===== config.mk =====
export PLATFORM = sky130hd
export DESIGN_NAME = simple_regex_matcher_unit
export DESIGN_NICKNAME = d
export VERILOG_FILES = /design/src/rtl/srm_pkg.sv /design/src/rtl/srm_parse.sv /design/src/rtl/srm_cell.sv /design/src/rtl/simple_regex_matcher_unit.sv
export SDC_FILE = /design/constraint.sdc
export NUM_CORES = 1
export LEC_CHECK = 0
export BUFFER_PORTS_ARGS = -buffer_cell sky130_fd_sc_hd__buf_2
export CORE_ASPECT_RATIO = 1.5
export CORE_MARGIN = 10
export CORE_UTILIZATION = 41
export DETAILED_ROUTE_END_ITERATION = 6
export PLACE_DENSITY_LB_ADDON = 0.3
export SLEW_MARGIN = 20
export SYNTH_ARGS = -nofsm -noshare
export SYNTH_HDL_FRONTEND = slang
export SYNTH_HIERARCHICAL = 1
export SYNTH_SLANG_ARGS = --single-unit

===== constraint.sdc =====
create_clock -name clock -period 22.2 [get_ports clock]
set_input_delay 3.33 -clock clock [delete_from_list [all_inputs] [get_ports clock]]
set_output_delay 3.33 -clock clock [all_outputs]
set_load 0.03 [all_outputs]

===== src/rtl/srm_pkg.sv =====
`timescale 1ns / 1ps
// Shared types, character codes and the atom test for the regex matcher.
// Depends on nothing; every other file of the matcher uses it.
package srm_pkg;

   localparam int MaxPatternDefault = 32;

   typedef enum logic [1:0] {
      ACT_CLEAR  = 2'd0,
      ACT_APPEND = 2'd1,
      ACT_TEXT   = 2'd2,
      ACT_END    = 2'd3
   } action_type;

   typedef enum logic [1:0] {
      KIND_LIT   = 2'd0,
      KIND_ANY   = 2'd1,
      KIND_DIGIT = 2'd2,
      KIND_WORD  = 2'd3
   } atom_kind_type;

   typedef enum logic [2:0] {
      PS_START  = 3'b001,
      PS_ATOM   = 3'b010,
      PS_BSLASH = 3'b100
   } parse_state_type;

   localparam logic [7:0] CH_CARET  = 8'h5E;
   localparam logic [7:0] CH_DOLLAR = 8'h24;
   localparam logic [7:0] CH_STAR   = 8'h2A;
   localparam logic [7:0] CH_DOT    = 8'h2E;
   localparam logic [7:0] CH_BSLASH = 8'h5C;
   localparam logic [7:0] CH_D      = 8'h64;
   localparam logic [7:0] CH_W      = 8'h77;
   localparam logic [7:0] CH_0      = 8'h30;
   localparam logic [7:0] CH_9      = 8'h39;
   localparam logic [7:0] CH_LA     = 8'h61;
   localparam logic [7:0] CH_LZ     = 8'h7A;
   localparam logic [7:0] CH_UA     = 8'h41;
   localparam logic [7:0] CH_UZ     = 8'h5A;

   // Edits that the pattern parser makes to the atom cells.
   typedef struct packed {
      logic          load;
      logic          set_star;
      logic          set_class;
      atom_kind_type kind;
      logic [7:0]    chr;
   } atom_wr_type;

   // Per-word control broadcast along the cell chain.
   typedef struct packed {
      logic       step;
      logic       restart;
      logic [7:0] chr;
   } cell_ctl_type;

   function automatic logic atom_accepts(atom_kind_type kind, logic [7:0] atom_chr,
                                         logic [7:0] c);
      logic ok;
      unique case (kind)
         KIND_ANY:   ok = 1'b1;
         KIND_DIGIT: ok = (c >= CH_0) && (c <= CH_9);
         KIND_WORD:  ok = ((c >= CH_LA) && (c <= CH_LZ)) || ((c >= CH_UA) && (c <= CH_UZ));
         default:    ok = (c == atom_chr);
      endcase
      return ok;
   endfunction

endpackage


===== src/rtl/srm_parse.sv =====
`timescale 1ns / 1ps
// Incremental pattern parser: turns appended pattern bytes into atom edits.
// Depends on srm_pkg.
module srm_parse #(
   parameter int MAX_PATTERN = srm_pkg::MaxPatternDefault,
   localparam int CNT_W = $clog2(MAX_PATTERN + 1)
) (
   input  logic                clock,
   input  logic                reset,
   input  logic                clear,
   input  logic                append,
   input  logic [7:0]          chr,
   output srm_pkg::atom_wr_type atom_wr,
   output logic [CNT_W-1:0]    atom_count,
   output logic [CNT_W-1:0]    live_count,
   output logic                anchor_start,
   output logic                anchor_end,
   output logic                overflow
);

   logic [CNT_W-1:0]         length_ff, length_in;
   logic [CNT_W-1:0]         count_ff, count_in;
   srm_pkg::parse_state_type state_ff, state_in;
   logic                     anc_start_ff, anc_start_in;
   logic                     dollar_ff, dollar_in;
   logic                     overflow_ff, overflow_in;
   logic                     new_atom;

   always_comb begin
      length_in    = length_ff;
      count_in     = count_ff;
      state_in     = state_ff;
      anc_start_in = anc_start_ff;
      dollar_in    = dollar_ff;
      overflow_in  = overflow_ff;
      new_atom     = 1'b0;
      atom_wr      = '0;
      atom_wr.chr  = chr;
      atom_wr.kind = (chr == srm_pkg::CH_DOT) ? srm_pkg::KIND_ANY : srm_pkg::KIND_LIT;
      if (clear) begin
         length_in    = '0;
         count_in     = '0;
         state_in     = srm_pkg::PS_START;
         anc_start_in = 1'b0;
         dollar_in    = 1'b0;
         overflow_in  = 1'b0;
      end else if (append) begin
         if (length_ff == CNT_W'(MAX_PATTERN)) begin
            overflow_in = 1'b1;
         end else begin
            length_in = length_ff + 1'b1;
            if ((length_ff == '0) && (chr == srm_pkg::CH_CARET)) begin
               anc_start_in = 1'b1;
            end else begin
               unique case (state_ff)
                  srm_pkg::PS_ATOM: begin
                     if (chr == srm_pkg::CH_STAR) begin
                        atom_wr.set_star = 1'b1;
                        state_in         = srm_pkg::PS_START;
                        dollar_in        = 1'b0;
                     end else begin
                        new_atom = 1'b1;
                     end
                  end
                  srm_pkg::PS_BSLASH: begin
                     // The previous atom is a backslash; d or w turns it into a class.
                     if ((chr == srm_pkg::CH_D) || (chr == srm_pkg::CH_W)) begin
                        atom_wr.set_class = 1'b1;
                        atom_wr.kind      = (chr == srm_pkg::CH_D) ? srm_pkg::KIND_DIGIT
                                                                   : srm_pkg::KIND_WORD;
                        state_in          = srm_pkg::PS_ATOM;
                     end else if (chr == srm_pkg::CH_STAR) begin
                        atom_wr.set_star = 1'b1;
                        state_in         = srm_pkg::PS_START;
                     end else begin
                        new_atom = 1'b1;
                     end
                  end
                  default: begin
                     new_atom = 1'b1;
                  end
               endcase
               if (new_atom) begin
                  atom_wr.load = 1'b1;
                  count_in     = count_ff + 1'b1;
                  state_in     = (chr == srm_pkg::CH_BSLASH) ? srm_pkg::PS_BSLASH
                                                             : srm_pkg::PS_ATOM;
                  // A dollar is an end anchor only while it remains the last byte.
                  dollar_in    = (chr == srm_pkg::CH_DOLLAR);
               end
            end
         end
      end
   end

   always_ff @(posedge clock) begin
      if (reset) begin
         length_ff    <= '0;
         count_ff     <= '0;
         state_ff     <= srm_pkg::PS_START;
         anc_start_ff <= 1'b0;
         dollar_ff    <= 1'b0;
         overflow_ff  <= 1'b0;
      end else begin
         length_ff    <= length_in;
         count_ff     <= count_in;
         state_ff     <= state_in;
         anc_start_ff <= anc_start_in;
         dollar_ff    <= dollar_in;
         overflow_ff  <= overflow_in;
      end
   end

   assign atom_count   = count_ff;
   assign live_count   = count_ff - CNT_W'(dollar_ff);
   assign anchor_start = anc_start_ff;
   assign anchor_end   = dollar_ff;
   assign overflow     = overflow_ff;

endmodule


===== src/rtl/srm_cell.sv =====
`timescale 1ns / 1ps
// One NFA cell: holds one atom and the position bit in front of it.
// Depends on srm_pkg.
module srm_cell #(
   parameter int INDEX = 0,
   parameter int CNT_W = 6
) (
   input  logic                 clock,
   input  logic                 reset,
   input  srm_pkg::atom_wr_type atom_wr,
   input  logic [CNT_W-1:0]     atom_count,
   input  logic [CNT_W-1:0]     live_count,
   input  srm_pkg::cell_ctl_type ctl,
   input  logic                 eps_in,
   input  logic                 step_in,
   output logic                 eps_out,
   output logic                 step_out,
   output logic                 closed,
   output logic                 active
);

   srm_pkg::atom_kind_type kind_ff;
   logic [7:0]             chr_ff;
   logic                   star_ff;
   logic                   active_ff, active_in;
   logic                   live;
   logic                   hit;
   logic                   sel_new;
   logic                   sel_last;

   assign sel_new  = (atom_count == CNT_W'(INDEX));
   assign sel_last = (atom_count == CNT_W'(INDEX + 1));
   assign live     = (CNT_W'(INDEX) < live_count);

   // Closure arrives from the left neighbour through a starred atom.
   assign closed   = active_ff | eps_in;
   assign hit      = live & closed & srm_pkg::atom_accepts(kind_ff, chr_ff, ctl.chr);
   assign eps_out  = live & closed & star_ff;
   assign step_out = hit & ~star_ff;
   assign active   = active_ff;

   always_comb begin
      active_in = active_ff;
      if (ctl.restart) begin
         active_in = (INDEX == 0);
      end else if (ctl.step) begin
         active_in = (hit & star_ff) | step_in;
      end
   end

   always_ff @(posedge clock) begin
      if (reset) begin
         active_ff <= (INDEX == 0);
      end else begin
         active_ff <= active_in;
      end
   end

   always_ff @(posedge clock) begin
      if (atom_wr.load && sel_new) begin
         kind_ff <= atom_wr.kind;
         chr_ff  <= atom_wr.chr;
         star_ff <= 1'b0;
      end else begin
         if (atom_wr.set_star && sel_last) begin
            star_ff <= 1'b1;
         end
         if (atom_wr.set_class && sel_last) begin
            kind_ff <= atom_wr.kind;
         end
      end
   end

endmodule


===== src/rtl/simple_regex_matcher_unit.sv =====
`timescale 1ns / 1ps
// Throughput: one word per cycle, but an end-of-text word waits while an unread
// result word is held; the position vector of the cell chain advances one text
// byte per cycle, with closure rippling through the cells in that cycle.
// Reset is synchronous and active high: empty pattern, no overflow, start position.
// Depends on srm_pkg, srm_parse and srm_cell.
module simple_regex_matcher_unit #(
   parameter int MAX_PATTERN = srm_pkg::MaxPatternDefault
) (
   input  logic       clock,
   input  logic       reset,
   input  logic       req_valid,
   output logic       req_ready,
   input  logic [1:0] req_action,
   input  logic [7:0] req_pattern_char,
   input  logic [7:0] req_text_char,
   output logic       rsp_valid,
   input  logic       rsp_ready,
   output logic       rsp_matched,
   output logic       rsp_pattern_overflow
);

   localparam int CNT_W = $clog2(MAX_PATTERN + 1);
   localparam int POS_N = MAX_PATTERN + 1;
   localparam logic [POS_N-1:0] ALL_ONES = '1;

   srm_pkg::action_type   action;
   logic                  fire;
   srm_pkg::atom_wr_type  atom_wr;
   srm_pkg::cell_ctl_type ctl;
   logic [CNT_W-1:0]      atom_count;
   logic [CNT_W-1:0]      live_count;
   logic                  anchor_start;
   logic                  anchor_end;
   logic                  overflow;
   logic [POS_N-1:0]      eps;
   logic [POS_N-1:0]      step;
   logic [POS_N-1:0]      closed_vec;
   logic [POS_N-1:0]      pos_vec;
   logic                  pos_last_ff, pos_last_in;
   logic                  match_seen_ff, match_seen_in;
   logic                  match_now;
   logic                  rsp_valid_ff, rsp_valid_in;
   logic                  rsp_matched_ff;
   logic                  rsp_overflow_ff;

   assign action    = srm_pkg::action_type'(req_action);
   // Only an end-of-text word needs the result register to be free.
   assign req_ready = ~rsp_valid_ff | rsp_ready | (action != srm_pkg::ACT_END);
   assign fire      = req_valid & req_ready;

   assign ctl.step    = fire & (action == srm_pkg::ACT_TEXT);
   assign ctl.restart = fire & (action != srm_pkg::ACT_TEXT);
   assign ctl.chr     = req_text_char;

   srm_parse #(
      .MAX_PATTERN (MAX_PATTERN)
   ) u_parse (
      .clock        (clock),
      .reset        (reset),
      .clear        (fire & (action == srm_pkg::ACT_CLEAR)),
      .append       (fire & (action == srm_pkg::ACT_APPEND)),
      .chr          (req_pattern_char),
      .atom_wr      (atom_wr),
      .atom_count   (atom_count),
      .live_count   (live_count),
      .anchor_start (anchor_start),
      .anchor_end   (anchor_end),
      .overflow     (overflow)
   );

   assign eps[0]  = 1'b0;
   assign step[0] = ~anchor_start;

   for (genvar k = 0; k < MAX_PATTERN; k++) begin : g_cell
      if (k < MAX_PATTERN - 1) begin : g_inner
         srm_cell #(
            .INDEX (k),
            .CNT_W (CNT_W)
         ) u_cell (
            .clock      (clock),
            .reset      (reset),
            .atom_wr    (atom_wr),
            .atom_count (atom_count),
            .live_count (live_count),
            .ctl        (ctl),
            .eps_in     (eps[k]),
            .step_in    (step[k]),
            .eps_out    (eps[k+1]),
            .step_out   (step[k+1]),
            .closed     (closed_vec[k]),
            .active     (pos_vec[k])
         );
      end else begin : g_tail
         srm_cell #(
            .INDEX (k),
            .CNT_W (CNT_W)
         ) u_cell (
            .clock      (clock),
            .reset      (reset),
            .atom_wr    (atom_wr),
            .atom_count (atom_count),
            .live_count (live_count),
            .ctl        (ctl),
            .eps_in     (eps[k]),
            .step_in    (step[k]),
            .eps_out    (eps[MAX_PATTERN]),
            .step_out   (step[MAX_PATTERN]),
            .closed     (closed_vec[k]),
            .active     (pos_vec[k])
         );
      end
   end

   // The final position sits after the last cell and only ever accepts.
   assign closed_vec[MAX_PATTERN] = pos_last_ff | eps[MAX_PATTERN];
   assign pos_vec[MAX_PATTERN]    = pos_last_ff;
   assign match_now               = closed_vec[live_count];

   always_comb begin
      pos_last_in   = pos_last_ff;
      match_seen_in = match_seen_ff;
      if (ctl.restart) begin
         pos_last_in   = 1'b0;
         match_seen_in = 1'b0;
      end else if (ctl.step) begin
         pos_last_in   = step[MAX_PATTERN];
         match_seen_in = match_seen_ff | (~anchor_end & match_now);
      end
   end

   always_comb begin
      rsp_valid_in = rsp_valid_ff;
      if (fire && (action == srm_pkg::ACT_END)) begin
         rsp_valid_in = 1'b1;
      end else if (rsp_ready) begin
         rsp_valid_in = 1'b0;
      end
   end

   always_ff @(posedge clock) begin
      if (reset) begin
         pos_last_ff   <= 1'b0;
         match_seen_ff <= 1'b0;
         rsp_valid_ff  <= 1'b0;
      end else begin
         pos_last_ff   <= pos_last_in;
         match_seen_ff <= match_seen_in;
         rsp_valid_ff  <= rsp_valid_in;
      end
   end

   always_ff @(posedge clock) begin
      if (fire && (action == srm_pkg::ACT_END)) begin
         rsp_matched_ff  <= match_now | (~anchor_end & match_seen_ff);
         rsp_overflow_ff <= overflow;
      end
   end

   assign rsp_valid            = rsp_valid_ff;
   assign rsp_matched          = rsp_matched_ff;
   assign rsp_pattern_overflow = rsp_overflow_ff;

   // Any word other than a text byte leaves only the start position and no match.
   a_restart : assert property (@(posedge clock) disable iff (reset)
      ctl.restart |=> (pos_vec == POS_N'(1)) && !match_seen_ff)
      else $error("text state not restarted");

   // A result word is only raised by an end-of-text word.
   a_rsp_source : assert property (@(posedge clock) disable iff (reset)
      $rose(rsp_valid_ff) |-> $past(fire && (action == srm_pkg::ACT_END)))
      else $error("result word without end of text");

   // No position lies beyond the accepting position of the live pattern.
   a_pos_bound : assert property (@(posedge clock) disable iff (reset)
      (pos_vec & ((ALL_ONES << live_count) << 1)) == '0)
      else $error("active position beyond the pattern");

   // The live atom count never exceeds the stored atom count.
   a_live_count : assert property (@(posedge clock) disable iff (reset)
      live_count <= atom_count)
      else $error("live atom count out of range");

endmodule

After elaboration in Yosys (flattened, before gate mapping)
Index checks and enable logic that the tools add are counted.
W data, S select, Z words.
- add/sub/neg operators: 3
- magnitude comparators: 39
- eq/ne operators: 175
- multiplexer cells: 127
- bitwise logic cells: 272
- reductions and logical operators: 150
- operators by type and width (cell ; number):
    $eq A8 B8 Y1 ; 32
    $and A1 B1 Y1 ; 167
    $eq A2 B2 Y1 const B ; 66
    $mux W2 ; 64
    $logic_and A1 B1 Y1 ; 101
    $eq A6 B5 Y1 const B ; 16
    $lt A5 B6 Y1 const A ; 16
    $pmux W1 S3 ; 32
    $reduce_bool A2 Y1 ; 35
    $or A1 B1 Y1 ; 68
    $eq A2 B1 Y1 const B ; 33
    $eq A6 B4 Y1 const B ; 8
    $lt A4 B6 Y1 const A ; 8
    $not A1 Y1 ; 37
    $eq A8 B7 Y1 const B ; 4
    $eq A6 B3 Y1 const B ; 4
    $eq A8 B6 Y1 const B ; 3
    $lt A3 B6 Y1 const A ; 4
    $mux W5 ; 4
    $mux W3 ; 6
    $mux W1 ; 17
    $ge A8 B7 Y1 const B ; 2
    $le A8 B7 Y1 const B ; 2
    $add A6 B1 Y6 const B ; 2
    other kinds (24) ; 35
- bits in registers: 407
- input port bits: 22
- output and inout port bits: 4
- logic and storage cells: 905

Longest topological paths before layout
Gate-level depths: netlist of the first run.
- depth in word-level cells: 102
- mapped depth: 96
- depth with buffers taken out: 96

Hierarchy
Netlist of the first run, hierarchy kept.
- by module, submodules not included (module ; instances ; cells an instance ; area an instance (um2) ; sequential area each (um2)):
    srm_cell at g_cell[18].g_inner.u_cell ... ; 2 ; 57 ; 630.6 ; 340.3
    srm_parse ; 1 ; 144 ; 1222.4 ; 360.3
    srm_cell at g_cell[28].g_inner.u_cell ; 1 ; 57 ; 645.6 ; 340.3
    srm_cell at g_cell[8].g_inner.u_cell ; 1 ; 57 ; 641.9 ; 340.3
    srm_cell at g_cell[16].g_inner.u_cell ; 1 ; 56 ; 640.6 ; 340.3
    srm_cell at g_cell[25].g_inner.u_cell ; 1 ; 55 ; 635.6 ; 340.3
    srm_cell at g_cell[15].g_inner.u_cell ; 1 ; 53 ; 631.9 ; 340.3
    srm_cell at g_cell[23].g_inner.u_cell ; 1 ; 55 ; 631.9 ; 340.3
    srm_cell at g_cell[0].g_inner.u_cell ; 1 ; 56 ; 626.9 ; 340.3
    srm_cell at g_cell[11].g_inner.u_cell ; 1 ; 54 ; 626.9 ; 340.3
    srm_cell at g_cell[22].g_inner.u_cell ; 1 ; 55 ; 626.9 ; 340.3
    srm_cell at g_cell[6].g_inner.u_cell ; 1 ; 57 ; 626.9 ; 340.3
    srm_cell at g_cell[24].g_inner.u_cell ; 1 ; 53 ; 625.6 ; 340.3
    srm_cell at g_cell[3].g_inner.u_cell ; 1 ; 55 ; 625.6 ; 340.3
    +19 rows ; -- ; -- ; -- ; --

Least setup slack after synthesis of the first run
Ideal clock, no wire load.
- path kind: register to register
- from: register u_parse.count_ff[0] (netlist: u_parse/atom_count[0])
- to: register match_seen_ff
- setup time: 190 ps
- arrival: 16348 ps
- required time: 22010 ps
- setup slack: 5663 ps
- cell stages (with the launch flop): 95
- buffers on the path: 0
- period minus slack after synthesis: 16537 ps
- cell sequence: dfxtp_1 > inv_1 > ha_1 > ha_1 > nand2_1 > xnor2_1 > nor4_1 > nand2_1 > and3_1 > or2_2 > o21ai_0 > nor2_1 > nor2_1 > a21oi_1 > and2_1 > o21ai_0 > nor2_1 > or2_2 > [... 59 more ...] > nor2_1 > nor3b_1 > nor2_1 > nor3b_1 > or2_2 > o21ai_0 > nor2_1 > nor2_1 > nor3b_1 > or2_2 > nand2_1 > nor2_1 > or2_2 > mux4_1 > mux2_2 > a41oi_1 > a311o_1 > a211oi_2
- word-level cells in the longest chain between the ends: 102
- elaborated cells on any way between the ends: 133
- those cells by class: 1 x add/sub; 32 x order compare; 2 x mux; 98 x bitwise
- RTL lines (item ; RTL line ; text):
    start, declared ; srm_parse.sv:22 ; logic [CNT_W-1:0] count_ff, count_in;
    start signal, assigned ; srm_parse.sv:106 ; count_ff <= count_in;
    $sub A6 B1 Y6 (*) ; srm_parse.sv:115 ; assign live_count = count_ff - CNT_W'(dollar_ff);
    via live_count[4] ; simple_regex_matcher_unit.sv:32 ; logic [CNT_W-1:0] live_count;
    $lt A1 B6 Y1 (*) ; srm_cell.sv:33 ; assign live = (CNT_W'(INDEX) < live_count);
    $and A1 B1 Y1 (*) (2 in series) ; srm_cell.sv:38 ; assign eps_out = live & closed & star_ff;
    via eps[1] ; simple_regex_matcher_unit.sv:36 ; logic [POS_N-1:0] eps;
    $or A1 B1 Y1 (*) ; srm_cell.sv:36 ; assign closed = active_ff | eps_in;
    via closed_vec[1] ; simple_regex_matcher_unit.sv:38 ; logic [POS_N-1:0] closed_vec;
    $and A1 B1 Y1 (*) (2 in series) ; srm_cell.sv:38 ;
    via eps[2] ; simple_regex_matcher_unit.sv:36 ;
    [... 3 more ...] ; -- ;
    via eps[3] ; simple_regex_matcher_unit.sv:36 ;
    [... 3 more ...] ; -- ;
    via eps[4] ; simple_regex_matcher_unit.sv:36 ;
    [... 1 more ...] ; -- ;
    via closed_vec[4] ; simple_regex_matcher_unit.sv:38 ;
    [... 2 more ...] ; -- ;
    via eps[5] ; simple_regex_matcher_unit.sv:36 ;
    [... 3 more ...] ; -- ;
    via eps[6] ; simple_regex_matcher_unit.sv:36 ;
    [... 1 more ...] ; -- ;
    via closed_vec[6] ; simple_regex_matcher_unit.sv:38 ;
    [... 2 more ...] ; -- ;
    via eps[7] ; simple_regex_matcher_unit.sv:36 ;
    [... 3 more ...] ; -- ;
    via eps[8] ; simple_regex_matcher_unit.sv:36 ;
    [... 1 more ...] ; -- ;
    via closed_vec[8] ; simple_regex_matcher_unit.sv:38 ;
    [... 2 more ...] ; -- ;
    via eps[9] ; simple_regex_matcher_unit.sv:36 ;
    [... 1 more ...] ; -- ;
    via closed_vec[9] ; simple_regex_matcher_unit.sv:38 ;
    [... 2 more ...] ; -- ;
    via eps[10] ; simple_regex_matcher_unit.sv:36 ;
    [... 3 more ...] ; -- ;
    via eps[11] ; simple_regex_matcher_unit.sv:36 ;
    [... 3 more ...] ; -- ;
    via eps[12] ; simple_regex_matcher_unit.sv:36 ;
    [... 1 more ...] ; -- ;
    via closed_vec[12] ; simple_regex_matcher_unit.sv:38 ;
    [... 2 more ...] ; -- ;
    via eps[13] ; simple_regex_matcher_unit.sv:36 ;
    [... 3 more ...] ; -- ;
    via eps[14] ; simple_regex_matcher_unit.sv:36 ;
    [... 1 more ...] ; -- ;
    via closed_vec[14] ; simple_regex_matcher_unit.sv:38 ;
    [... 2 more ...] ; -- ;
    via eps[15] ; simple_regex_matcher_unit.sv:36 ;
    [... 3 more ...] ; -- ;
    via eps[16] ; simple_regex_matcher_unit.sv:36 ;
    [... 1 more ...] ; -- ;
    via closed_vec[16] ; simple_regex_matcher_unit.sv:38 ;
    [... 2 more ...] ; -- ;
    via eps[17] ; simple_regex_matcher_unit.sv:36 ;
    [... 1 more ...] ; -- ;
    via closed_vec[17] ; simple_regex_matcher_unit.sv:38 ;
    [... 2 more ...] ; -- ;
    via eps[18] ; simple_regex_matcher_unit.sv:36 ;
    [... 3 more ...] ; -- ;
    via eps[19] ; simple_regex_matcher_unit.sv:36 ;
    [... 1 more ...] ; -- ;
    via closed_vec[19] ; simple_regex_matcher_unit.sv:38 ;
    [... 2 more ...] ; -- ;
    via eps[20] ; simple_regex_matcher_unit.sv:36 ;
    [... 1 more ...] ; -- ;
    via closed_vec[20] ; simple_regex_matcher_unit.sv:38 ;
    [... 2 more ...] ; -- ;
    via eps[21] ; simple_regex_matcher_unit.sv:36 ;
    [... 1 more ...] ; -- ;
    via closed_vec[21] ; simple_regex_matcher_unit.sv:38 ;
    [... 2 more ...] ; -- ;
    via eps[22] ; simple_regex_matcher_unit.sv:36 ;
    [... 1 more ...] ; -- ;
    via closed_vec[22] ; simple_regex_matcher_unit.sv:38 ;
    [... 2 more ...] ; -- ;
    via eps[23] ; simple_regex_matcher_unit.sv:36 ;
    [... 3 more ...] ; -- ;
    via eps[24] ; simple_regex_matcher_unit.sv:36 ;
    [... 1 more ...] ; -- ;
    via closed_vec[24] ; simple_regex_matcher_unit.sv:38 ;
    [... 2 more ...] ; -- ;
    via eps[25] ; simple_regex_matcher_unit.sv:36 ;
    [... 1 more ...] ; -- ;
    via closed_vec[25] ; simple_regex_matcher_unit.sv:38 ;
    [... 2 more ...] ; -- ;
    via eps[26] ; simple_regex_matcher_unit.sv:36 ;
    [... 3 more ...] ; -- ;
    via eps[27] ; simple_regex_matcher_unit.sv:36 ;
    [... 3 more ...] ; -- ;
    via eps[28] ; simple_regex_matcher_unit.sv:36 ;
    [... 1 more ...] ; -- ;
    via closed_vec[28] ; simple_regex_matcher_unit.sv:38 ;
    [... 2 more ...] ; -- ;
    via eps[29] ; simple_regex_matcher_unit.sv:36 ;
    [... 3 more ...] ; -- ;
    via eps[30] ; simple_regex_matcher_unit.sv:36 ;
    [... 1 more ...] ; -- ;
    via closed_vec[30] ; simple_regex_matcher_unit.sv:38 ;
    [... 2 more ...] ; -- ;
    via eps[31] ; simple_regex_matcher_unit.sv:36 ;
    $or A1 B1 Y1 (*) ; srm_cell.sv:36 ;
    via closed_vec[31] ; simple_regex_matcher_unit.sv:38 ;
    $and A1 B1 Y1 (2 in series) ; srm_cell.sv:38 ;
    $or A1 B1 Y1 ; simple_regex_matcher_unit.sv:116 ; assign closed_vec[MAX_PATTERN] = pos_last_ff | eps[MAX_PATTERN];
    $bmux W1 S6 (*) ; simple_regex_matcher_unit.sv:118 ; assign match_now = closed_vec[live_count];
    $mux W1 (not written as such) (*) ; simple_regex_matcher_unit.sv:118 ;
    $and A1 B1 Y1 (*) ; simple_regex_matcher_unit.sv:128 ; match_seen_in = match_seen_ff | (~anchor_end & match_now);
    $or A1 B1 Y1 (*) ; simple_regex_matcher_unit.sv:128 ;
    end signal, assigned ; simple_regex_matcher_unit.sv:148 ; match_seen_ff <= match_seen_in;
    end, declared ; simple_regex_matcher_unit.sv:41 ; logic match_seen_ff, match_seen_in;
Mark *: on every way through the listed nets, which the timed path passes. The rest lies on a longest branch. The select of a mux whose other input is x is not followed.
A chain may end at the register's enable or synchronous reset.

Worst setup path in the final report of the first run
- from: register u_parse.count_ff[1] (netlist: u_parse/atom_count[1])
- to: register rsp_matched_ff (netlist: rsp_matched) (data pin)
- word-level cells in the longest chain between the ends: 101
- elaborated cells on any way between the ends: 132
- those cells by class: 1 x add/sub; 32 x order compare; 2 x mux; 97 x bitwise
- RTL lines (item ; RTL line ; text):
    $sub A6 B1 Y6 (*) ; srm_parse.sv:115 ;
    via live_count[5] ; simple_regex_matcher_unit.sv:32 ;
    $lt A1 B6 Y1 (*) ; srm_cell.sv:33 ;
    $and A1 B1 Y1 (*) (2 in series) ; srm_cell.sv:38 ;
    via eps[1] ; simple_regex_matcher_unit.sv:36 ;
    $or A1 B1 Y1 (*) ; srm_cell.sv:36 ;
    via closed_vec[1] ; simple_regex_matcher_unit.sv:38 ;
    $and A1 B1 Y1 (*) (2 in series) ; srm_cell.sv:38 ;
    via eps[2] ; simple_regex_matcher_unit.sv:36 ;
    [... 3 more ...] ; -- ;
    via eps[3] ; simple_regex_matcher_unit.sv:36 ;
    [... 3 more ...] ; -- ;
    via eps[4] ; simple_regex_matcher_unit.sv:36 ;
    [... 1 more ...] ; -- ;
    via closed_vec[4] ; simple_regex_matcher_unit.sv:38 ;
    [... 2 more ...] ; -- ;
    via eps[5] ; simple_regex_matcher_unit.sv:36 ;
    [... 3 more ...] ; -- ;
    via eps[6] ; simple_regex_matcher_unit.sv:36 ;
    [... 1 more ...] ; -- ;
    via closed_vec[6] ; simple_regex_matcher_unit.sv:38 ;
    [... 2 more ...] ; -- ;
    via eps[7] ; simple_regex_matcher_unit.sv:36 ;
    [... 3 more ...] ; -- ;
    via eps[8] ; simple_regex_matcher_unit.sv:36 ;
    [... 1 more ...] ; -- ;
    via closed_vec[8] ; simple_regex_matcher_unit.sv:38 ;
    [... 2 more ...] ; -- ;
    via eps[9] ; simple_regex_matcher_unit.sv:36 ;
    [... 1 more ...] ; -- ;
    via closed_vec[9] ; simple_regex_matcher_unit.sv:38 ;
    [... 2 more ...] ; -- ;
    via eps[10] ; simple_regex_matcher_unit.sv:36 ;
    [... 3 more ...] ; -- ;
    via eps[11] ; simple_regex_matcher_unit.sv:36 ;
    [... 3 more ...] ; -- ;
    via eps[12] ; simple_regex_matcher_unit.sv:36 ;
    [... 1 more ...] ; -- ;
    via closed_vec[12] ; simple_regex_matcher_unit.sv:38 ;
    [... 2 more ...] ; -- ;
    via eps[13] ; simple_regex_matcher_unit.sv:36 ;
    [... 3 more ...] ; -- ;
    via eps[14] ; simple_regex_matcher_unit.sv:36 ;
    [... 1 more ...] ; -- ;
    via closed_vec[14] ; simple_regex_matcher_unit.sv:38 ;
    [... 2 more ...] ; -- ;
    via eps[15] ; simple_regex_matcher_unit.sv:36 ;
    [... 3 more ...] ; -- ;
    via eps[16] ; simple_regex_matcher_unit.sv:36 ;
    [... 1 more ...] ; -- ;
    via closed_vec[16] ; simple_regex_matcher_unit.sv:38 ;
    [... 2 more ...] ; -- ;
    via eps[17] ; simple_regex_matcher_unit.sv:36 ;
    [... 1 more ...] ; -- ;
    via closed_vec[17] ; simple_regex_matcher_unit.sv:38 ;
    [... 2 more ...] ; -- ;
    via eps[18] ; simple_regex_matcher_unit.sv:36 ;
    [... 3 more ...] ; -- ;
    via eps[19] ; simple_regex_matcher_unit.sv:36 ;
    [... 1 more ...] ; -- ;
    via closed_vec[19] ; simple_regex_matcher_unit.sv:38 ;
    [... 2 more ...] ; -- ;
    via eps[20] ; simple_regex_matcher_unit.sv:36 ;
    [... 1 more ...] ; -- ;
    via closed_vec[20] ; simple_regex_matcher_unit.sv:38 ;
    [... 2 more ...] ; -- ;
    via eps[21] ; simple_regex_matcher_unit.sv:36 ;
    [... 1 more ...] ; -- ;
    via closed_vec[21] ; simple_regex_matcher_unit.sv:38 ;
    [... 2 more ...] ; -- ;
    via eps[22] ; simple_regex_matcher_unit.sv:36 ;
    [... 1 more ...] ; -- ;
    via closed_vec[22] ; simple_regex_matcher_unit.sv:38 ;
    [... 2 more ...] ; -- ;
    via eps[23] ; simple_regex_matcher_unit.sv:36 ;
    [... 3 more ...] ; -- ;
    via eps[24] ; simple_regex_matcher_unit.sv:36 ;
    [... 1 more ...] ; -- ;
    via closed_vec[24] ; simple_regex_matcher_unit.sv:38 ;
    [... 2 more ...] ; -- ;
    via eps[25] ; simple_regex_matcher_unit.sv:36 ;
    [... 1 more ...] ; -- ;
    via closed_vec[25] ; simple_regex_matcher_unit.sv:38 ;
    [... 2 more ...] ; -- ;
    via eps[26] ; simple_regex_matcher_unit.sv:36 ;
    [... 3 more ...] ; -- ;
    via eps[27] ; simple_regex_matcher_unit.sv:36 ;
    [... 3 more ...] ; -- ;
    via eps[28] ; simple_regex_matcher_unit.sv:36 ;
    [... 1 more ...] ; -- ;
    via closed_vec[28] ; simple_regex_matcher_unit.sv:38 ;
    [... 2 more ...] ; -- ;
    via eps[29] ; simple_regex_matcher_unit.sv:36 ;
    [... 3 more ...] ; -- ;
    via eps[30] ; simple_regex_matcher_unit.sv:36 ;
    [... 1 more ...] ; -- ;
    via closed_vec[30] ; simple_regex_matcher_unit.sv:38 ;
    [... 2 more ...] ; -- ;
    via eps[31] ; simple_regex_matcher_unit.sv:36 ;
    $or A1 B1 Y1 (*) ; srm_cell.sv:36 ;
    via closed_vec[31] ; simple_regex_matcher_unit.sv:38 ;
    $and A1 B1 Y1 (2 in series) ; srm_cell.sv:38 ;
    $or A1 B1 Y1 ; simple_regex_matcher_unit.sv:116 ;
    $bmux W1 S6 (*) ; simple_regex_matcher_unit.sv:118 ;
    $mux W1 (not written as such) (*) ; simple_regex_matcher_unit.sv:118 ;
    $or A1 B1 Y1 (*) ; simple_regex_matcher_unit.sv:155 ; rsp_matched_ff <= match_now | (~anchor_end & match_seen_ff);
    end signal, assigned ; simple_regex_matcher_unit.sv:155 ;
    end, declared ; simple_regex_matcher_unit.sv:44 ; logic rsp_matched_ff;
Marked as above.

==> run summary, run 1 <==
Status -> completed
Reg2reg setup slack -> 5.10 ns
# DRC -> 0
ANT nets after route -> 0
FF+latch count, synth -> 407
Fmax -> 0.0585 GHz
Post-Syn Nets -> 1998
Final Wtd Congestion -> 0.867
Syn Inst Count -> 1971
Total power after layout -> 1.63 mW
Final Hold Slack -> 0.441 ns
Final Setup Violations -> 0
Most used cell, CP -> nor2_1
Post-CTS Setup Inserts -> 0
Worst EP required -> 22.47 ns
Mapped Area -> 21600 um^2
First-pass GRT wire length -> 90.8 mm
Worst hold path type -> register to register
Core region area -> 52500 um^2
Proportion of power drawn by flip-flops and latches -> 0.504
Tmin final -> 17.10 ns
Place WS -> 5.19 ns
Initial antenna violation count -> 3
Drt initial violations -> 1264
Worst-Skew Late Latency -> 0.55 ns
Number of buffers created by CTS -> 39
Worst Setup End Kind -> register
Top-count cell post-synth -> edfxtp_1
CTS tree -> built
Slowest CP cell -> dfxtp_2
Max Slew Vio Count -> 0
Max stage delay on crit path -> 0.49 ns
# nets final -> 2087
Count of different cell masters after synthesis -> 108
Root Buffer -> clkbuf_16
Die width -> 208 um
Sw frac -> 0.226
Placed wire-length estimate -> 34.9 mm
Area fraction of the dominant cell type after synthesis -> 0.447
Footprint of the multi-input gates -> 9900 um^2
Async SR Flop Fraction -> 0
Int Pwr -> 1.26 mW
Vias in the first global route -> 16300
Final Core Density -> 0.462
PortBufs -> 25
Slew Limit Headroom -> 0.277
Hold_sp -> u_parse/overflow
VDD IR-drop max -> 0.0000662 V
Crit Reg-Reg Endpoint -> rsp_matched
Grt ovf -> 0
WL/cell -> 21.1 um
Starting Density -> 0.413
H-tree Lvls -> 2
Primary FF master, synth -> edfxtp_1
Post-synth EDFFs -> 322
DIE HEIGHT -> 301 um
Final Hold Viols -> 0
Crit start category -> register
Register area -> 11400 um^2
Fin crit share -> 0.770
Reg2Reg Depth -> 93
Clock Path Buffers -> 3
Final setup skew -> 0.0228 ns
Worst reg2reg path startpoint -> u_parse/atom_count[1]
ANT cells -> 0
Rows -> 103
Detailed Routing Iterations Pass 1 -> 6
Crit path max fanout -> 40
CTS clk-pin slew, worst paths -> 0.07 ns
Setup TNS after final layout -> 0 ns
Via count -> 16300
DR vias/cell -> 5.90
Worst-Margin Slew -> 1.09 ns
Global router's overall resource usage -> 0.180
Top cells by area, synth -> edfxtp_1, dfxtp_1, xnor2_1
Clock share of power -> 0.422
Worst Setup Path Type -> register to register
Combinational Power Share -> 0.074
Critical path data arrival time -> 17.37 ns
Lkg Pwr -> 7.72 nW
Synth warnings -> 6
Synth cell count leaders -> edfxtp_1, nor2_1, xnor2_1
Largest net degree at the start of global routing -> 81
Dominant cell type by area after synthesis -> edfxtp_1
Power per cell area -> 67.5 nW/um^2
Cts hold-fix bufs -> 0
Crit path from -> u_parse/atom_count[1]
RSZ-0062 raised after global routing -> false
Filler cell count -> 4706
Post_cts resized -> 0
CP endpoint -> rsp_matched
CTS Sinks -> 407
Syn avg cell area -> 11.0 um^2
I/O pin cnt -> 26
Full die area -> 62600 um^2
Psw -> 370 uW
Area growth syn-to-layout -> 11.9%
Sequential fraction of the synthesis area -> 0.525
Drt total wl -> 58.5 mm
Number of max-cap violations -> 0
Fin worst setup slack -> 5.10 ns
Share of cells above drive strength 1 -> 0.109
## through the flow
step	std cells	instance area (um^2)
after floorplan	1971	21600
after global placement	2701	22900
after detailed placement	2701	22900
after CTS	2770	24200
after global routing	2770	24200
final	2770	24200
## worst max-delay path: cells and delay by family, from the launching register on
family | cells | cell delay (ns)
AND/OR/NAND/NOR | 62 | 11.16
AO/OA/AOI/OAI | 23 | 3.66
multiplexers | 2 | 0.76
buffers and inverters | 5 | 0.65
flip-flops | 1 | 0.49
XOR/XNOR | 1 | 0.10
## power groups by stage
stage	sequential [mW]	clock, mW	combinational [mW]
2_1_floorplan	0.842	0	0.0610
3_3_place_gp	0.841	0	0.117
3_5_place_dp	0.841	0	0.120
4_1_cts	0.824	0.704	0.120
5_1_grt	0.824	0.731	0.131
6_report	0.824	0.691	0.120
## layout by cell type, fill, tap and decap left out, types with 41 or more instances in the layout
cell type,n
a21oi_1,115
a31oi_1,49
buf_4,47
clkbuf_16,41
dfxtp_1,83
edfxtp_1,322
inv_1,88
nand2_1,120
nand3_1,63
nand4_1,52
nor2_1,178
nor4_1,41
o21ai_0,47
xnor2_1,167
xor2_1,93
## worst min path at each step
stage | slack (ns) | cells after the start | endpoint
floorplan | 0.41 | 0 | rsp_pattern_overflow
global placement | 0.43 | 0 | rsp_pattern_overflow
detailed placement | 0.42 | 0 | rsp_pattern_overflow
CTS | 0.45 | 0 | rsp_pattern_overflow
global route | 0.46 | 0 | rsp_pattern_overflow
finish | 0.44 | 0 | rsp_pattern_overflow
## flip-flops by register name, indices dropped and copies added (netlist names), 2 cells and up
signal	flops
g_cell.g_inner.u_cell/active	31
u_parse/state_ff	3
g_cell.g_inner.u_cell/chr_ff	248
u_parse/atom_count	6
u_parse/length_ff	6
g_cell.g_tail.u_cell/chr_ff	8
g_cell.g_inner.u_cell/star_ff	31
g_cell.g_inner.u_cell/kind_ff	62
g_cell.g_tail.u_cell/kind_ff	2
## routing by layer
layer  vias to the layer above  share of wire  track usage
li1                       7637              -            -
met1                      8050           0.39        0.201
met2                       517           0.52        0.338
met3                       142          0.046       0.0201
met4                         0          0.037       0.0771
met5                         -              0            0
## final cells by class
class / instances / area share
inverters: 90 / 0.0139
well taps: 682 / 0.0352
multi-input cells: 1458 / 0.409
clock buffers: 52 / 0.0453
repair buffers: 64 / 0.0181
flip-flops and latches: 407 / 0.470
clock inverters: 17 / 0.00878
## kinds of logic (layout without fill, tap and decap cells)
kind of cell | count (synthesis) | in the layout | share of synthesized area
buffers and inverters | 106 | 223 | 0.0210
other | 1 | 1 | 0.000173
XOR/XNOR | 266 | 266 | 0.108
AND/OR/NAND/NOR | 771 | 771 | 0.203
multiplexers | 15 | 15 | 0.0111
AO/OA/AOI/OAI | 400 | 400 | 0.128
adder cells (fa/ha/maj) | 5 | 5 | 0.00289
flip-flops | 407 | 407 | 0.525
No activity file was read; power rests on OpenSTA's default activity.
==> run 2, diff against run 1 <==
==> constraint.sdc (replaced) <==
create_clock -name clock -period 15.49 [get_ports clock]
set_input_delay 2.3235 -clock clock [delete_from_list [all_inputs] [get_ports clock]]
set_output_delay 2.3235 -clock clock [all_outputs]
set_load 0.03 [all_outputs]
==> run 2 against run 1 <==
Design area grew 1.8%. Combinational power increased by 47%. First-iteration DRC count rose by 9.5%. Register-to-register slack got worse by 4.2 ns. Power rose by 43%. Worst setup slack got worse by 4.2 ns. Fmax increased by 18%. Global-route usage grew 0.60 points. Critical path type unchanged. Largest cell class unchanged.
==> run summary, run 2 (synthesized netlist as in run 1, its figures left out) <==
Crit start category -> register
Lkg Pwr -> 7.94 nW (+2.8%)
Worst-Margin Slew -> 1.14 ns (+0.0532 ns)
Status -> completed
ANT cells -> 0 (unchanged)
Proportion of power drawn by flip-flops and latches -> 0.505 (about the same)
I/O pin cnt -> 26 (unchanged)
Vias in the first global route -> 16400 (+1.0%)
Root Buffer -> clkbuf_16
ANT nets after route -> 0 (unchanged)
Clock Path Buffers -> 3 (unchanged)
VDD IR-drop max -> 0.0000977 V (+48%)
Rows -> 103 (unchanged)
Final Hold Viols -> 0 (unchanged)
CTS Sinks -> 407 (unchanged)
Cell Area, Placed -> 23100 um^2 (+0.98%)
Largest register FFs -> 248 (unchanged)
# nets final -> 2124 (+1.8%)
Largest net degree at the start of global routing -> 81 (unchanged)
PortBufs -> 25 (unchanged)
Power per cell area -> 94.8 nW/um^2 (+40%)
Die width -> 208 um (unchanged)
Clock share of power -> 0.420 (-0.002)
CTS clk-pin slew, worst paths -> 0.06 ns (about the same)
# DRC -> 0 (unchanged)
Tmin final -> 14.55 ns (-2.56 ns)
Final Wtd Congestion -> 0.901 (+3.9%)
CTS tree -> built
Number of max-cap violations -> 0 (unchanged)
Critical path data arrival time -> 14.81 ns (-2.56 ns)
Share of cells above drive strength 1 -> 0.140 (+0.0305)
Cts hold-fix bufs -> 0 (unchanged)
Worst hold path type -> register to register
Commonest non-fill, non-tap cell in the layout -> edfxtp_1
Worst Setup Path Type -> register to register
Highest-count cells in the layout ignoring fill and taps -> edfxtp_1, nor2_1, xnor2_1, nand2_1, a21oi_1
Worst-Skew Late Latency -> 0.55 ns (about the same)
Design area -> 24700 um^2 (+1.8%)
Final setup skew -> 0.0126 ns (-0.0102 ns)
Drt initial violations -> 1384 (+9.5%)
DR vias/cell -> 5.93 (+0.56%)
Setup TNS after final layout -> 0 ns (unchanged)
Max stage delay on crit path -> 0.47 ns (-0.02 ns)
Max Slew Vio Count -> 0 (unchanged)
Final Setup Violations -> 0 (unchanged)
Slowest CP cell -> mux4_2
Fin crit share -> 0.939 (+0.169)
WL/cell -> 21.6 um (+2.0%)
Slew Limit Headroom -> 0.241 (-0.0355)
Detailed Routing Iterations Pass 1 -> 6 (unchanged)
Crit path max fanout -> 3 (-93%)
DIE HEIGHT -> 301 um (unchanged)
Worst EP required -> 15.76 ns (-6.71 ns)
Int Pwr -> 1.80 mW (+42%)
Starting Density -> 0.413 (unchanged)
Via count -> 16700 (+1.9%)
Drt total wl -> 60.6 mm (+3.4%)
Worst Path Buf+Inv -> 5 (unchanged)
Largest Register -> g_cell.g_inner.u_cell/chr_ff
H-tree Lvls -> 2 (unchanged)
Combinational Power Share -> 0.075 (about the same)
Top Registers -> g_cell.g_inner.u_cell/chr_ff: 248 flops, g_cell.g_inner.u_cell/kind_ff: 62 flops
Initial antenna violation count -> 1 (-2)
Core region area -> 52500 um^2 (unchanged)
Worst Setup End Kind -> register
Grt ovf -> 0 (unchanged)
Filler cell count -> 4715 (+0.19%)
Sw frac -> 0.231 (+0.00414)
Cell family with most CP delay -> simple AND/OR/NAND/NOR gates
Number of buffers created by CTS -> 38 (-2.6%)
Global router's overall resource usage -> 0.186 (+0.00603)
Most used cell, CP -> nor2_1
Psw -> 539 uW (+46%)
Full die area -> 62600 um^2 (unchanged)
Placed wire-length estimate -> 35.9 mm (+2.8%)
Fmax -> 0.0687 GHz (+18%)
Area growth syn-to-layout -> 13.9%
First-pass GRT wire length -> 93.5 mm (+2.9%)
-- run 2: per-stage QoR --
stage	total power, mW	util	hold slack, ns	setup WS, ns	instances
2_1_floorplan	1.29	-	0.409	0.183	1971
3_3_place_gp	1.37	0.441	0.440	0.323	2730
3_5_place_dp	1.38	0.441	0.424	0.0379	2730
4_1_cts	2.35	0.466	0.459	0.0127	2799
5_1_grt	2.40	0.470	0.475	-0.0447	2808
6_report	2.34	0.470	0.454	0.945	2808
-- run 2: path summary, 6_finish.rpt --
| path | start | end | slack (ns) | cells past startpoint |
|---|---|---|---|---|
| setup / recovery | u_parse/atom_count[0] | rsp_matched | 0.94 | 94 |
| setup reg to reg | u_parse/atom_count[0] | rsp_matched | 0.94 | 94 |
| hold / removal | u_parse/overflow | rsp_pattern_overflow | 0.45 | 0 |
| hold reg to reg | u_parse/overflow | rsp_pattern_overflow | 0.45 | 0 |
-- run 2: final cells by class --
type / count / area [um^2] / share of cell area
clock buffer: 45 / 1040 / 0.0422
clock inverter: 24 / 251 / 0.0102
inverter: 90 / 338 / 0.0137
multi-input combinational: 1458 / 10100 / 0.408
sequential: 407 / 11400 / 0.461
tap: 682 / 853 / 0.0346
timing repair buffer: 102 / 736 / 0.0298
-- run 2: what timing repair did --
action | 4_1_cts | 5_1_grt
gates resized for setup | 1 | 44
pin swaps | 0 | 26
setup buffers | 0 | 8
setup endpoints to repair | 2 | 4
-- run 2: power by group through the flow --
stage | clock, mW | sequential [mW] | combinational [mW]
floorplan | 0 | 1.21 | 0.0872
global placement | 0 | 1.20 | 0.169
detailed placement | 0 | 1.20 | 0.173
CTS | 0.996 | 1.18 | 0.174
global route | 1.03 | 1.18 | 0.190
finish | 0.981 | 1.18 | 0.176
-- run 2: layer usage --
layer | track usage | vias up | wire (um)
li1 | - | 7718 | -
met1 | 0.212 | 8256 | 24100
met2 | 0.342 | 538 | 31000
met3 | 0.0226 | 151 | 3020
met4 | 0.0802 | 0 | 2410
met5 | 0 | - | 0
==> run 3, diff against run 2 <==
--- a/config.mk
+++ b/config.mk
@@ -5,6 +5,7 @@
 export SDC_FILE = /design/constraint.sdc
 export NUM_CORES = 1
 export LEC_CHECK = 0
+export ABC_AREA = 1
 export BUFFER_PORTS_ARGS = -buffer_cell sky130_fd_sc_hd__buf_2
 export CORE_ASPECT_RATIO = 1.5
 export CORE_MARGIN = 10
==> constraint.sdc (replaced) <==
create_clock -name clock -period 12.2 [get_ports clock]
set_input_delay 1.83 -clock clock [delete_from_list [all_inputs] [get_ports clock]]
set_output_delay 1.83 -clock clock [all_outputs]
set_load 0.03 [all_outputs]
==> run 3 against run 2 <==
The run now ends with setup timing left. Design area rose by 16%. Clock power rose by 26%. Register-to-register slack got worse by 1.6 ns. Die area rose by 12%. Non-clock buffer count rose by 85. Hold slack got worse by 0.013 ns. Core utilization rose by 1.4 points. Critical endpoint unchanged.
==> run summary, run 3 <==
ANT nets after route -> 0 (unchanged)
Dpl cells -> 4049 (+48%)
Fin worst setup slack -> -0.698 ns (-1.64 ns)
Post-synth EDFFs -> 322 (unchanged)
# DRC -> 0 (unchanged)
Primary FF master, synth -> edfxtp_1
Final Hold Viols -> 0 (unchanged)
Dominant cell type by area after synthesis -> edfxtp_1
Crit path max fanout -> 2 (-1)
First-pass GRT wire length -> 106 mm (+13%)
Top cells by area, synth -> edfxtp_1, nand2_1, inv_1
Fmax -> 0.0775 GHz (+13%)
Syn Inst Count -> 3156 (+60%)
Largest net degree at the start of global routing -> 74 (-8.6%)
# nets final -> 3396 (+60%)
Final Wtd Congestion -> 0.863 (-4.2%)
Post-Syn Nets -> 3183 (+59%)
Area fraction of the dominant cell type after synthesis -> 0.396 (-0.0510)
Final setup skew -> 0.0255 ns (+0.0128 ns)
RSZ-0062 raised after global routing -> true
Final Setup Violations -> 5 (+5)
Full die area -> 70000 um^2 (+12%)
Max stage delay on crit path -> 0.35 ns (-0.12 ns)
I/O pin cnt -> 26 (unchanged)
Crit start category -> register
Status -> finished with violations
ANT cells -> 0 (unchanged)
CTS tree -> built
Grt ovf -> 0 (unchanged)
CTS Sinks -> 407 (unchanged)
Vias in the first global route -> 19700 (+20%)
Area growth syn-to-layout -> 17.0%
CTS clk-pin slew, worst paths -> 0.06 ns (about the same)
FF+latch count, synth -> 407 (unchanged)
Commonest non-fill, non-tap cell in the layout -> nand2_1
Number of buffers created by CTS -> 40 (+5.3%)
Slew Limit Headroom -> 0.235 (-0.00639)
DR vias/cell -> 4.94 (-17%)
Worst-Skew Late Latency -> 0.55 ns (about the same)
Highest-count cells in the layout ignoring fill and taps -> nand2_1, inv_1, nor2_1, edfxtp_1, buf_4
Worst EP required -> 12.48 ns (-3.28 ns)
Mapped Area -> 24400 um^2 (+13%)
Via count -> 20600 (+24%)
Slowest CP cell -> dfxtp_4
Rows -> 109 (+5.8%)
Worst-Margin Slew -> 1.14 ns (+0.000108 ns)
Top-count cell post-synth -> nand2_1
Fin crit share -> 1.06 (+0.118)
DIE HEIGHT -> 319 um (+5.8%)
Critical path data arrival time -> 13.17 ns (-1.64 ns)
Synth cell count leaders -> nand2_1, inv_1, nor2_1
PortBufs -> 25 (unchanged)
H-tree Lvls -> 2 (unchanged)
Root Buffer -> clkbuf_16
Synth warnings -> 6 (unchanged)
Largest register FFs -> 248 (unchanged)
Core region area -> 59100 um^2 (+13%)
Worst Setup End Kind -> register
Drt total wl -> 67.8 mm (+12%)
Sequential fraction of the synthesis area -> 0.465 (-0.0600)
Layout Cells excl Fill -> 4176 (+49%)
VDD IR-drop max -> 0.000126 V (+29%)
Failing checks -> setup timing
Total power after layout -> 3.00 mW (+28%)
Largest Register -> g_cell.g_inner.u_cell/chr_ff
Count of different cell masters after synthesis -> 57 (-47%)
Worst Setup Path Type -> register to register
Tmin final -> 12.90 ns (-1.65 ns)
Starting Density -> 0.414 (+0.00111)
Power per cell area -> 105 nW/um^2 (+11%)
Async SR Flop Fraction -> 0 (unchanged)
Top Registers -> g_cell.g_inner.u_cell/chr_ff: 248 flops, g_cell.g_inner.u_cell/kind_ff: 62 flops
Place WS -> -0.901 ns (-0.939 ns)
Clock Path Buffers -> 3 (unchanged)
Global router's overall resource usage -> 0.190 (+0.00365)
Placed wire-length estimate -> 40.6 mm (+13%)
Detailed Routing Iterations Pass 1 -> 5 (-1)
Drt initial violations -> 1394 (+0.72%)
Worst hold path type -> register to register
WL/cell -> 16.2 um (-25%)
Most used cell, CP -> or2_4
Share of cells above drive strength 1 -> 0.168 (+0.0283)
Die width -> 219 um (+5.6%)
Max Slew Vio Count -> 0 (unchanged)
Number of max-cap violations -> 0 (unchanged)
Initial antenna violation count -> 0 (-1)
Lkg Pwr -> 12.7 nW (+59%)
Syn avg cell area -> 7.74 um^2 (-29%)
run 3: cell types whose count changed in the layout (fill, tap and decap cells not counted), sizes merged, moves of 52 or more:
| cell | before | now |
|---|---|---|
| nand2 | 121 | 975 |
| inv | 92 | 568 |
| nor2 | 182 | 429 |
| nand3 | 64 | 177 |
| buf | 102 | 187 |
| xnor2 | 171 | 97 |
| xor2 | 95 | 23 |
| or2 | 23 | 75 |
run 3: where the power goes:
part           internal (mW)  switching, mW
Clock                  0.704          0.536
Combinational         0.0748          0.182
Sequential              1.50        0.00332
run 3: through the flow:
stage	util	hold slack (ns)	area, um^2	setup TNS, ns
after global routing	0.484	0.446	28600	-6.09
after global placement	0.449	0.412	26500	-1.98
after detailed placement	0.449	0.424	26500	-3.03
after floorplan	-	0.408	24700	-2.42
after CTS	0.478	0.439	28200	-2.64
final	0.484	0.441	28600	-2.28
run 3: worst max-delay path, delay by kind of cell, from the launching register on:
kind	cells	cell delay, ns
xor+xnor	1	0.15
buf+inv	11	0.71
flops	1	0.35
fa+ha+maj	2	0.32
simple gates	85	9.84
compound gates	15	1.25
run 3: kinds of logic after synthesis:
family	after synthesis	share of synthesized area
fa+ha+maj	5	0.00256
xor+xnor	120	0.0430
flops	407	0.465
other cells	1	0.000153
compound gates	234	0.0649
simple gates	1794	0.329
buf+inv	595	0.0953
run 3: cell type report:
type | count | area (um^2)
Fill cell | 5594 | 30500
Sequential cell | 407 | 11400
Multi-Input combinational cell | 2154 | 11400
Inverter | 579 | 2190
Timing Repair Buffer | 187 | 1370
Clock buffer | 60 | 1200
Tap cell | 777 | 972
Clock inverter | 12 | 98.8
run 3: per-layer routing:
layer | part of all wire | track usage | vias up | wire length (um)
met5 | 0 | 0 | - | 0
met4 | 0.029 | 0.0667 | 0 | 1990
met3 | 0.040 | 0.0157 | 113 | 2740
met2 | 0.55 | 0.367 | 444 | 37200
met1 | 0.38 | 0.208 | 9655 | 25900
li1 | - | - | 10400 | -
run 3: worst paths after layout:
kind | start | endpoint | slack [ns] | cells past startpoint
worst max-delay path | u_parse/atom_count[0] | rsp_matched | -0.70 | 114
worst min-delay path | u_parse/overflow | rsp_pattern_overflow | 0.44 | 0
worst max register to register | u_parse/atom_count[0] | rsp_matched | -0.70 | 114
worst min register to register | u_parse/overflow | rsp_pattern_overflow | 0.44 | 0
run 3: timing repair:
item	4_1_cts	5_1_grt
resized for setup	8	43
hold buffers	0	0
endpoints found under the setup margin	5	7
pin swaps	22	43
buffers inserted	47	25
